**config.mk**
```make
export PLATFORM = sky130hd
export DESIGN_NAME = i2c_register_transaction_sequencer_top
export DESIGN_NICKNAME = d
export VERILOG_FILES = /design/src/design/i2c_rts_pkg.sv /design/src/design/i2c_register_transaction_sequencer_top.sv
export SDC_FILE = /design/constraint.sdc
export NUM_CORES = 1
export LEC_CHECK = 0
export BUFFER_PORTS_ARGS = -buffer_cell sky130_fd_sc_hd__buf_2
export CAP_MARGIN = 20
export CORE_ASPECT_RATIO = 0.75
export CORE_MARGIN = 2
export CORE_UTILIZATION = 52
export CTS_BUF_LIST = sky130_fd_sc_hd__clkbuf_2
export DETAILED_ROUTE_END_ITERATION = 8
export PLACE_DENSITY_LB_ADDON = 0.05
export SYNTH_ARGS = -nofsm -noshare
export SYNTH_HDL_FRONTEND = slang
export SYNTH_SLANG_ARGS = --single-unit
```
**constraint.sdc**
```tcl
create_clock -name clk -period 2.5 [get_ports clk]
set_clock_uncertainty 0.2 [all_clocks]
set_input_delay 0.25 -clock clk [delete_from_list [all_inputs] [get_ports clk]]
set_output_delay 0.25 -clock clk [all_outputs]
set_load 0.005 [all_outputs]
```
**src/design/i2c_rts_pkg.sv**
```systemverilog
// ----------------------------------------------------------------------------
// I2C register transaction sequencer - shared definitions
// Item types, phase encoding, bus command and status codes.
// ----------------------------------------------------------------------------
package i2c_rts_pkg;

	// Sequencer phases
	typedef enum logic [3:0] {
		PH_IDLE   = 4'd0,
		PH_START1 = 4'd1,
		PH_ADDRW  = 4'd2,
		PH_REG    = 4'd3,
		PH_DATA   = 4'd4,
		PH_START2 = 4'd5,
		PH_ADDRR  = 4'd6,
		PH_RECV   = 4'd7
	} phase_t;

	// Operation codes
	localparam logic OP_REQUEST = 1'b0;
	localparam logic OP_STATUS  = 1'b1;

	// Transfer kinds
	localparam logic [1:0] KIND_WRITE = 2'd0;
	localparam logic [1:0] KIND_READ1 = 2'd1;
	localparam logic [1:0] KIND_READN = 2'd2;

	// Bus commands
	localparam logic [2:0] CMD_NONE  = 3'd0;
	localparam logic [2:0] CMD_START = 3'd1;
	localparam logic [2:0] CMD_SEND  = 3'd2;
	localparam logic [2:0] CMD_RXACK = 3'd3;
	localparam logic [2:0] CMD_RXNAK = 3'd4;

	// Bus engine status codes (after masking)
	localparam logic [7:0] STATUS_MASK   = 8'hF8;
	localparam logic [7:0] ST_START      = 8'h08;
	localparam logic [7:0] ST_RSTART     = 8'h10;
	localparam logic [7:0] ST_SLAW_ACK   = 8'h18;
	localparam logic [7:0] ST_DATA_ACK   = 8'h28;
	localparam logic [7:0] ST_SLAR_ACK   = 8'h40;
	localparam logic [7:0] ST_RX_ACK     = 8'h50;
	localparam logic [7:0] ST_RX_NACK    = 8'h58;

	// Register auto-increment flag for multi-byte reads
	localparam logic [7:0] REG_AUTO_INC  = 8'h80;

	typedef struct packed {
		logic       operation;
		logic [1:0] transfer_kind;
		logic [6:0] target_address;
		logic [7:0] register_address;
		logic [7:0] write_value;
		logic [7:0] byte_count;
		logic [7:0] bus_status;
		logic [7:0] bus_data;
	} in_item_t;

	typedef struct packed {
		logic [2:0] bus_command;
		logic [7:0] command_byte;
		logic [7:0] read_byte;
		logic       read_valid;
		logic [7:0] read_index;
		logic       done_res;
		logic       success;
	} out_item_t;

endpackage

```
**src/design/i2c_register_transaction_sequencer_top.sv**
```systemverilog
// ----------------------------------------------------------------------------
// I2C register transaction sequencer - top level
// Drives a byte-level I2C bus engine through register write, single read and
// auto-incrementing multi-byte read transfers, one answer per item.
// ----------------------------------------------------------------------------
//
//  channel | direction | handshake             | payload
//  --------+-----------+-----------------------+-----------------------------
//  in      | in        | in_valid / in_ready   | in_item  (request or status)
//  out     | out       | out_valid / out_ready | out_item (command / result)
//
// One item per cycle sustained while out_ready holds; each item gives exactly one
// result, which passes the input register, then the result register.
// The sequencer state is updated as the input register hands its item to the
// result register, so a following item already sees the new phase.
// A stalled result register holds its item; the input register still takes
// one more item, then in_ready drops until the result is taken.
// arst_n clears the phase, the held request fields and both valid flags.
// ----------------------------------------------------------------------------
module i2c_register_transaction_sequencer_top
	import i2c_rts_pkg::*;
(
	input  logic      clk,
	input  logic      arst_n,
	input  logic      in_valid,
	output logic      in_ready,
	input  in_item_t  in_item,
	output logic      out_valid,
	input  logic      out_ready,
	output out_item_t out_item
);

	// Input register stage
	logic      s1_valid_s1;
	in_item_t  item_s1;

	// Sequencer state
	phase_t     phase_q;
	logic [1:0] kind_q;
	logic [6:0] addr_q;
	logic [7:0] reg_q;
	logic [7:0] value_q;
	logic [7:0] count_q;
	logic [7:0] rcvd_q;

	// Result register
	logic      res_valid_q;
	out_item_t res_q;

	// Combinational next state
	phase_t     phase_d;
	logic [7:0] rcvd_d;
	logic [7:0] rcvd_inc;
	logic [7:0] status;
	logic       load_req;
	out_item_t  res_d;
	logic       advance;

	// Stage 1 moves on whenever the result register is free or being drained
	assign advance  = s1_valid_s1 && (!res_valid_q || out_ready);
	assign in_ready = !s1_valid_s1 || advance;

	always_ff @(posedge clk or negedge arst_n) begin
		if (!arst_n) begin
			s1_valid_s1 <= 1'b0;
		end else if (in_ready) begin
			s1_valid_s1 <= in_valid;
		end
	end

	always_ff @(posedge clk) begin
		if (in_ready && in_valid) begin
			item_s1 <= in_item;
		end
	end

	// Next-phase and answer logic
	assign status   = item_s1.bus_status & STATUS_MASK;
	assign rcvd_inc = rcvd_q + 8'd1;

	always_comb begin
		res_d    = '0;
		phase_d  = phase_q;
		rcvd_d   = rcvd_q;
		load_req = 1'b0;
		if (item_s1.operation == OP_REQUEST) begin
			// Requests are only taken while idle and with a known kind
			if (phase_q == PH_IDLE && item_s1.transfer_kind <= KIND_READN) begin
				load_req          = 1'b1;
				rcvd_d            = '0;
				phase_d           = PH_START1;
				res_d.bus_command = CMD_START;
			end
		end else begin
			unique case (phase_q)
				PH_START1, PH_START2: begin
					if (status == ST_START || status == ST_RSTART) begin
						res_d.bus_command  = CMD_SEND;
						res_d.command_byte = {addr_q, phase_q == PH_START2};
						phase_d = (phase_q == PH_START1) ? PH_ADDRW : PH_ADDRR;
					end else begin
						res_d.done_res = 1'b1;
						phase_d        = PH_IDLE;
					end
				end
				PH_ADDRW: begin
					if (status == ST_SLAW_ACK) begin
						res_d.bus_command  = CMD_SEND;
						res_d.command_byte = (kind_q == KIND_READN) ? (reg_q | REG_AUTO_INC)
						                                            : reg_q;
						phase_d = PH_REG;
					end else begin
						res_d.done_res = 1'b1;
						phase_d        = PH_IDLE;
					end
				end
				PH_REG: begin
					if (status != ST_DATA_ACK) begin
						res_d.done_res = 1'b1;
						phase_d        = PH_IDLE;
					end else if (kind_q == KIND_WRITE) begin
						res_d.bus_command  = CMD_SEND;
						res_d.command_byte = value_q;
						phase_d            = PH_DATA;
					end else begin
						res_d.bus_command = CMD_START;
						phase_d           = PH_START2;
					end
				end
				PH_DATA: begin
					res_d.done_res = 1'b1;
					res_d.success  = (status == ST_DATA_ACK);
					phase_d        = PH_IDLE;
				end
				PH_ADDRR: begin
					if (status != ST_SLAR_ACK) begin
						res_d.done_res = 1'b1;
						phase_d        = PH_IDLE;
					end else if (kind_q == KIND_READN) begin
						rcvd_d = '0;
						if (count_q == 8'd0) begin
							// nothing to read: done once SLA+R is acknowledged
							res_d.done_res = 1'b1;
							res_d.success  = 1'b1;
							phase_d        = PH_IDLE;
						end else begin
							res_d.bus_command = CMD_RXACK;
							phase_d           = PH_RECV;
						end
					end else begin
						res_d.bus_command = CMD_RXNAK;
						phase_d           = PH_RECV;
					end
				end
				PH_RECV: begin
					if (kind_q == KIND_READN) begin
						if (status == ST_RX_ACK) begin
							res_d.read_byte  = item_s1.bus_data;
							res_d.read_valid = 1'b1;
							res_d.read_index = rcvd_q;
							rcvd_d           = rcvd_inc;
							if (rcvd_inc == count_q) begin
								// last byte and completion in one result
								res_d.done_res = 1'b1;
								res_d.success  = 1'b1;
								phase_d        = PH_IDLE;
							end else begin
								res_d.bus_command = CMD_RXACK;
							end
						end else begin
							res_d.done_res = 1'b1;
							phase_d        = PH_IDLE;
						end
					end else begin
						if (status == ST_RX_NACK) begin
							res_d.read_byte  = item_s1.bus_data;
							res_d.read_valid = 1'b1;
							res_d.success    = 1'b1;
						end
						res_d.done_res = 1'b1;
						phase_d        = PH_IDLE;
					end
				end
				default: begin
					// status while idle: ignored, all-zero answer
					phase_d = PH_IDLE;
				end
			endcase
		end
	end

	// State registers
	always_ff @(posedge clk or negedge arst_n) begin
		if (!arst_n) begin
			phase_q <= PH_IDLE;
			kind_q  <= '0;
			addr_q  <= '0;
			reg_q   <= '0;
			value_q <= '0;
			count_q <= '0;
			rcvd_q  <= '0;
		end else if (advance) begin
			phase_q <= phase_d;
			rcvd_q  <= rcvd_d;
			if (load_req) begin
				kind_q  <= item_s1.transfer_kind;
				addr_q  <= item_s1.target_address;
				reg_q   <= item_s1.register_address;
				value_q <= item_s1.write_value;
				count_q <= item_s1.byte_count;
			end
		end
	end

	// Result register
	always_ff @(posedge clk or negedge arst_n) begin
		if (!arst_n) begin
			res_valid_q <= 1'b0;
		end else if (advance) begin
			res_valid_q <= 1'b1;
		end else if (out_ready) begin
			res_valid_q <= 1'b0;
		end
	end

	always_ff @(posedge clk) begin
		if (advance) begin
			res_q <= res_d;
		end
	end

	assign out_valid = res_valid_q;
	assign out_item  = res_q;

	// Checks
	a_success_needs_done: assert property (@(posedge clk) disable iff (!arst_n)
		out_valid |-> (!out_item.success || out_item.done_res))
		else $error("success without done_res");

	a_done_goes_idle: assert property (@(posedge clk) disable iff (!arst_n)
		(advance && res_d.done_res) |=> (phase_q == PH_IDLE))
		else $error("phase not idle after finish");

	a_done_no_command: assert property (@(posedge clk) disable iff (!arst_n)
		(out_valid && out_item.done_res) |-> (out_item.bus_command == CMD_NONE))
		else $error("command issued with done_res");

	a_s1_holds: assert property (@(posedge clk) disable iff (!arst_n)
		(s1_valid_s1 && !in_ready) |=> s1_valid_s1)
		else $error("stalled input item lost");

	a_read_in_recv: assert property (@(posedge clk) disable iff (!arst_n)
		(advance && res_d.read_valid) |-> (phase_q == PH_RECV))
		else $error("read byte outside receive phase");

endmodule
```
-- After elaboration in Yosys (flattened, before gate mapping)
Cells that the tools add are included.
- register bits: 127
- logic and storage cells: 126
- output and inout port bits: 32
- input port bits: 54
- add/subtract/negate cells: 1
- eq/ne operators: 23
- order comparisons: 1
- mux-type cells: 58
- reductions and logical operators: 19
- operators with widths (kind ; number):
    8-bit two-way mux ; 8
    4-bit two-way mux ; 7
    8-bit case mux with 3 select lines ; 1
    3-bit two-way mux ; 7
    10-bit two-way mux ; 2
    2-bit two-way mux ; 10
    4-bit case mux with 5 select lines ; 1
    9-bit two-way mux ; 2
    17-bit two-way mux ; 1
    4-bit by 3-bit == test with 1-bit output (second input constant) ; 4
    8-bit case mux with 2 select lines ; 1
    3-bit case mux with 5 select lines ; 1
    1-bit two-way mux ; 14
    3-bit != test (second input constant) ; 4
    11-bit two-way mux ; 1
    5-bit by 2-bit == test with 1-bit output (second input constant) ; 2
    5-bit by 4-bit == test with 1-bit output (second input constant) ; 2
    8-bit by 1-bit adder with 8-bit output (second input constant) ; 1
    4-bit by 2-bit == test with 1-bit output (second input constant) ; 2
    8-bit == test ; 1
    8-bit logical NOT ; 1
    7-bit AND reduction ; 1
    1-bit case mux with 6 select lines ; 1
    5-bit by 1-bit == test with 1-bit output (second input constant) ; 1
    19 further kinds ; 26

-- Depth between registers and ports, before layout
Gate-level depths: netlist (run 1).
- depth in word-level cells: 7
- depth in mapped cells: 7
- gate-level depth less buffers: 6

-- Least setup slack after synthesis (run 1)
OpenSTA, ideal clock, no wires.
- kind: reg2reg
- from: register res_valid_q (netlist: out_valid)
- to: register addr_q[0]
- setup slack: 63 ps
- cell stages (with the launch flop): 6
- data arrival time: 2112 ps
- library setup time: 125 ps
- data required time: 2175 ps
- cell sequence: dfrtp_1 nand2b_1 and2_1 nand2_1 buf_2 mux2_2
- word-level cells in the longest chain between the ends: 4
- ends and longest elaborated chain (element ; RTL line ; source):
    from (decl) ; i2c_register_transaction_sequencer_top.sv:47 ; logic res_valid_q;
    from (signal assigned) ; i2c_register_transaction_sequencer_top.sv:218 ; res_valid_q <= 1'b0;
    from (signal assigned) ; i2c_register_transaction_sequencer_top.sv:220 ; res_valid_q <= 1'b1;
    from (signal assigned) ; i2c_register_transaction_sequencer_top.sv:222 ; res_valid_q <= 1'b0;
    1-bit logical NOT ; i2c_register_transaction_sequencer_top.sv:60 ; assign advance = s1_valid_s1 && (!res_valid_q || out_ready);
    1-bit logical OR ; i2c_register_transaction_sequencer_top.sv:60 ;
    1-bit logical AND ; i2c_register_transaction_sequencer_top.sv:60 ;
    named net advance ; i2c_register_transaction_sequencer_top.sv:57 ; logic advance;
    2-bit AND reduction (no source line) ; n/a ;
    to (signal assigned) ; i2c_register_transaction_sequencer_top.sv:207 ; addr_q <= item_s1.target_address;
    to (decl) ; i2c_register_transaction_sequencer_top.sv:40 ; logic [6:0] addr_q;
The timed path passes the listed nets, and every way through them passes these cells.
A chain may end at the register's enable or synchronous reset.

-- Worst setup path in the final report (run 1)
- from: register phase_q[0]
- to: register rcvd_q[6]
- word-level cells in the longest chain between the ends: 4
- ends and longest elaborated chain (element ; RTL line ; source):
    from (decl) ; i2c_register_transaction_sequencer_top.sv:38 ; phase_t phase_q;
    from (signal assigned) ; i2c_register_transaction_sequencer_top.sv:203 ; phase_q <= phase_d;
    parallel branches: the longest is 4 deep, another holds 7-bit AND reduction ; n/a ;
    to (signal assigned) ; i2c_register_transaction_sequencer_top.sv:204 ; rcvd_q <= rcvd_d;
    to (decl) ; i2c_register_transaction_sequencer_top.sv:44 ; logic [7:0] rcvd_q;
Several ways; the timed one is not identified.

==> impl_metrics.tcl, run 1 <==
set metrics [dict create \
    outcome "completed" \
    ys.flop_type "edfxtp_1" \
    r2r_cells 5 \
    path_delay_family "compound AO/OA/AOI/OAI gates" \
    rsz0062_at_grt "false" \
    slew_viol_final 0 \
    final_cells 662 \
    crit_buf_inv 0 \
    synth_area_mm2 0.005154 \
    antenna_found_initial 0 \
    endpoint "rcvd_q[6]$_DFFE_PN0P_" \
    ys_seq_area_frac 0.6720 \
    rows 31 \
    core_mm2 0.009658 \
    worst_slew_pin_slew_ns 0.8106 \
    yosys.area_share.xor_xnor 0.01699 \
    synth_edf_count 77 \
    synthAdderAreaFrac 0.002428 \
    placed_cells 570 \
    ant_nets 0 \
    htreeDepth 4 \
    max_slew_margin 0.4578 \
    power.share.clock 0.250 \
    clkTransAtPathRegs_ns 0.20 \
    cts_setup_buffers 0 \
    ys_types 58 \
    path_class "flop to flop" \
    place_ws_ns 0.2191 \
    numCtsBuffers 17 \
    ir_drop_mv 0.5731 \
    drive_gt1_frac 0.3226 \
    hpwl_mm 6.589 \
    cts_root_buf "clkbuf_2" \
    hp-class "input pin to flop" \
    grt.overflow.total 0 \
    first_pass_iters 6 \
    gp_congestion 0.8632 \
    fin_ws_ns 0.1518 \
    start_util 0.5336 \
    slowest_stage "dfrtp_1" \
    hold_viol 0 \
    async_flop_share 0.3740 \
    power.density_mw_per_mm2 732.2 \
    fin_nets 572 \
    arrival_ns 2.66 \
    wl_per_cell_um 15.74 \
    crit_chain "a2111oi_4, o211ai_2, a31o_1, or2_0, o41ai_2" \
    critPathLaunchType "flop" \
    drc 0 \
    comb_power_share 0.177 \
    synth_top_family_by_area "simple AND/OR/NAND/NOR gates" \
    ys_seq_elements 123 \
    synth-simple-area-share 0.1199 \
    yosysWarnings 0 \
    switching_power_mw 1.352 \
    r2r_start "phase_q[0]$_DFFE_PN0P_" \
    regToRegEndpoint "rcvd_q[6]$_DFFE_PN0P_" \
    grt_pass1_vias 3324 \
    cpPeakStageDelay_ns 0.57 \
    p_leak_nw 2.664 \
    syn_avg_cell_area_um2 14.36 \
    synthMuxAreaShare 0.07210 \
    post-route-period-util 0.9393 \
    required_ns 2.81 \
    clockBufferDepth 2 \
    maxCapViolCount 0 \
    reg2reg_slack_ns 0.15 \
    setup_viol 0 \
    via_count 3470 \
    area_growth_pct 28.04 \
    grt_usage 0.2066 \
    wl_mm 10.42 \
    critPathMaxFanout 11 \
    portBuffers 82 \
    grt_max_degree 48 \
    die-area_mm2 0.01073 \
    synthCells 359 \
    seqPwrFrac 0.573 \
    min_path_cells 2 \
    die_h_um 90.22 \
    grt_pass1_wl_mm 16.91 \
    switching_share 0.2799 \
    internal-power_mw 3.480 \
    tns_ns 0 \
    startpoint "phase_q[0]$_DFFE_PN0P_" \
    ios 86 \
    end_kind "flop" \
    drtIter0Drc 283 \
    clock_latency_ns 0.65 \
    max_freq_ghz 0.4259 \
    post-route-min-period_ns 2.348 \
    synth_nets 414 \
    cp_num_cells 5 \
    worst_hold_slack_ns 0.09092 \
    synth_compound_area_frac 0.09493 \
    cts_tree "built" \
    diodes 0 \
    die_w_um 119.0 \
    via_per_inst 5.242 \
    cts.sinks 123 \
]
flip-flops by register name, indices dropped and copies added (netlist names):
name and flops:
out_valid 1, s1_valid_s1 1, kind_q 2, value_q 8, rcvd_q 8, phase_q 3
item_s1 47, out_item 30, reg_q 8, addr_q 7, count_q 8
placed cells by master (no fill, tap or decap), types with 9 or more instances in the layout:
cell / instances
clkbuf_2: 18
and2_1: 18
buf_4: 14
edfxtp_1: 77
dlygate4sd3_1: 60
nor2_1: 20
dfrtp_1: 45
buf_2: 82
mux2_2: 33
nand3_1: 9
o21ai_0: 9
nand2_1: 16
layer usage:
layer,global-route usage,vias to the layer above,part of all wire
met1,0.2947,1633,0.47
met3,0.06345,5,0.071
met5,0,-,0
li1,-,1697,-
met4,0.06448,0,0.0067
met2,0.3056,135,0.45
cell usage after synthesis, drive strengths merged, types with 7 or more instances:
master  number  area, µm²
and2        19      118.9
nor2        20      75.07
nand3        9      45.04
o31ai        7      52.55
a222oi       7      70.07
nand2       16      60.06
edfxtp      77       2312
o21ai        9      45.04
nor2b        7      43.79
a31oi        8      50.05
buf         13      76.32
dfrtp       46       1151
mux2        33      371.6
through the flow:
step	util	area (µm²)	total power, mW
after floorplan	-	5154	3.310
after global placement	0.5963	5759	3.547
after detailed placement	0.5963	5759	3.592
after CTS	0.6759	6528	4.861
after global routing	0.6832	6599	5.093
final	0.6832	6599	4.832
worst reg2reg max path, delay by kind of cell (launching register included):
family           cells  cell delay (ns)
AO/OA/AOI/OAI        4             1.10
flip-flops           1             0.57
AND/OR/NAND/NOR      1             0.34
timing repair:
action / in CTS / in global routing
resized for setup: 0 / 1
hold endpoints to repair: 121 / 7
setup endpoints to repair: 0 / 2
hold buffers: 53 / 7
power by group through the flow:
stage / clock (mW) / sequential [mW] / combinational, mW
CTS: 1.24 / 2.77 / 0.852
global route: 1.34 / 2.81 / 0.939
global placement: 0 / 2.79 / 0.754
detailed placement: 0 / 2.81 / 0.780
floorplan: 0 / 2.73 / 0.577
finish: 1.21 / 2.77 / 0.857
area by class of cell:
class	count	area, µm²
Sequential cell	123	3465
Fill cell	710	3059
Multi-Input combinational cell	214	1580
Timing Repair Buffer	157	1136
Tap cell	132	165.2
Clock inverter	14	147.6
Clock buffer	18	90.09
Inverter	4	15.01
cell families after synthesis:
logic type | count (synthesis)
compound gates | 61
mux | 33
fa+ha+maj | 1
flops | 123
buf+inv | 22
simple gates | 109
xor+xnor | 10
how the worst min path moves through the flow:
stage	startpoint	endpoint	slack [ns]
floorplan	arst_n	addr_q[0]$_DFFE_PN0P_	-0.25
global placement	arst_n	count_q[6]$_DFFE_PN0P_	0.02
detailed placement	arst_n	count_q[5]$_DFFE_PN0P_	0.02
CTS	in_item[40]	item_s1[40]$_DFFE_PP_	0.01
global route	in_item[19]	item_s1[19]$_DFFE_PP_	-0.009
finish	in_item[31]	item_s1[31]$_DFFE_PP_	0.09
Power figures use the tool's default switching activity.
==> run 2: changes to the inputs <==
==> constraint.sdc (replaced) <==
create_clock -name clk -period 2.5 [get_ports clk]
set_clock_uncertainty 0.2 [all_clocks]
set_input_delay 0.125 -clock clk [delete_from_list [all_inputs] [get_ports clk]]
set_output_delay 0.125 -clock clk [all_outputs]
set_load 0.005 [all_outputs]
==> run 2 against run 1 <==
Compared with the run above: first-iteration DRC count rose by 3.9%; register-to-register slack improved by 0.04 ns; critical path type unchanged; final area rose by 6.8%; worst hold slack improved by 0.11 ns; core utilization rose by 4.6 points; die area did not move; global-route usage rose by 2.1 points; routed wire length rose by 7.4%; highest routed layer unchanged.
==> impl_metrics.tcl, run 2 (synthesized netlist as in run 1, its figures left out) <==
set metrics [dict create \
    ir_drop_mv 0.5993 \
    arrival_ns 2.50 \
    regMostFlops "item_s1" \
    first_pass_iters 5 \
    p_leak_nw 2.849 \
    drive_gt1_frac 0.2965 \
    fin_nets 612 \
    core_mm2 0.009658 \
    clock_latency_ns 0.65 \
    ctsResizeCount 0 \
    required_ns 2.69 \
    place_ws_ns 0.2352 \
    start_util 0.5336 \
    die_w_um 119.0 \
    die_h_um 90.22 \
    cts_tree "built" \
    grt.overflow.total 0 \
    via_count 3717 \
    portBuffers 82 \
    die-area_mm2 0.01073 \
    fin_ws_ns 0.1883 \
    cts.sinks 123 \
    diodes 0 \
    antenna_found_initial 0 \
    end_kind "flop" \
    wl_per_cell_um 15.94 \
    post-route-min-period_ns 2.312 \
    ios 86 \
    layout_common_cells "dlygate4sd3_1, buf_2, edfxtp_1, dfrtp_1, mux2_2" \
    rsz0062_at_grt "false" \
    tns_ns 0 \
    clockBufferDepth 2 \
    power_mw 5.084 \
    worst_hold_slack_ns 0.1976 \
    cts_setup_buffers 0 \
    cts_root_buf "clkbuf_2" \
    ant_nets 0 \
    outcome "completed" \
    rows 31 \
    hold_viol 0 \
    htreeDepth 4 \
    grt_max_degree 48 \
    setup_viol 0 \
    mostFrequentLayoutCell "dlygate4sd3_1" \
    post-route-period-util 0.9247 \
    hpwl_mm 6.578 \
    critPathMaxFanout 7 \
    numCtsBuffers 17 \
    max_slew_margin 0.4636 \
    via_per_inst 5.295 \
    maxCapViolCount 0 \
    grt_usage 0.2272 \
    wl_mm 11.19 \
    gp_congestion 0.8711 \
    power.density_mw_per_mm2 721.6 \
    grt_pass1_vias 3739 \
    largest_reg_flops 47 \
    drtIter0Drc 294 \
    hp-class "input pin to flop" \
    max_freq_ghz 0.4326 \
    slew_viol_final 0 \
    drc 0 \
    critPathLaunchType "flop" \
    grt_pass1_wl_mm 18.69 \
    path_class "flop to flop" \
    area_growth_pct 36.71 \
    worst_slew_pin_slew_ns 0.8019 \
    clkTransAtPathRegs_ns 0.19 \
]
## run 2: changes by cell type in the layout (fill, tap and decap cells not counted)
cell and delta:
inv_6 +1, dlygate4sd3_1 +41, bufinv_16 +2, clkinvlp_4 +1, dfrtp_2 -1, dfrtp_1 +1, clkinv_2 -1, clkinv_4 -3
buf_4 -1
## run 2: routing by layer
layer | wire (µm) | track usage | vias up | share of wire
met5 | 0 | 0 | - | 0
met4 | 95 | 0.06349 | 0 | 0.0085
met3 | 764 | 0.06218 | 7 | 0.068
met2 | 5134 | 0.3534 | 143 | 0.46
met1 | 5195 | 0.3169 | 1796 | 0.46
li1 | - | - | 1771 | -
## run 2: repair_timing
item                       4_1_cts  5_1_grt
hold buffers                   101        0
hold endpoints to repair       145        0
setup endpoints to repair        0        0
## run 2: path summary, 6_finish.rpt
kind	start	end	slack (ns)	cells after the start
min reg2reg	item_s1[27]$_DFFE_PP_	value_q[3]$_DFFE_PN0P_	0.30	1
min	out_ready	out_valid$_DFFE_PN0P_	0.20	4
max in group asynchronous	arst_n	rcvd_q[6]$_DFFE_PN0P_	0.63	4
min in group asynchronous	arst_n	reg_q[2]$_DFFE_PN0P_	0.34	4
max	rcvd_q[0]$_DFFE_PN0P_	out_item[27]$_DFFE_PP_	0.19	6
max reg2reg	rcvd_q[0]$_DFFE_PN0P_	out_item[27]$_DFFE_PP_	0.19	6
## run 2: cell type report
class	instances	area, µm²
multi-input cells	214	1580
clock inverters	14	192.7
clock buffers	18	90.09
repair buffers	197	1539
fillers	664	2613
well taps	132	165.2
flip-flops and latches	123	3463
inverters	4	15.01
## run 2: stage by stage
step / instances / area [µm²] / utilization
4_1_cts: 702 / 7046 / 0.7295
3_3_place_gp: 569 / 5752 / 0.5955
6_report: 702 / 7046 / 0.7295
5_1_grt: 702 / 7046 / 0.7295
3_5_place_dp: 569 / 5752 / 0.5955
2_1_floorplan: 359 / 5154 / -
## run 2: report_power, final
| group | switching (mW) | internal, mW | total (mW) |
|---|---|---|---|
| logic | 0.386 | 0.518 | 0.904 |
| clock network | 0.754 | 0.664 | 1.42 |
| registers | 0.232 | 2.53 | 2.76 |
## run 2: worst max-delay path, cell delays in order, from the launching register on
cell     delay [ns]
dfrtp_1        0.50
ha_1           0.28
nand3_1        0.16
nor3b_1        0.29
o22ai_1        0.13
o31ai_1        0.33
a32oi_1        0.15
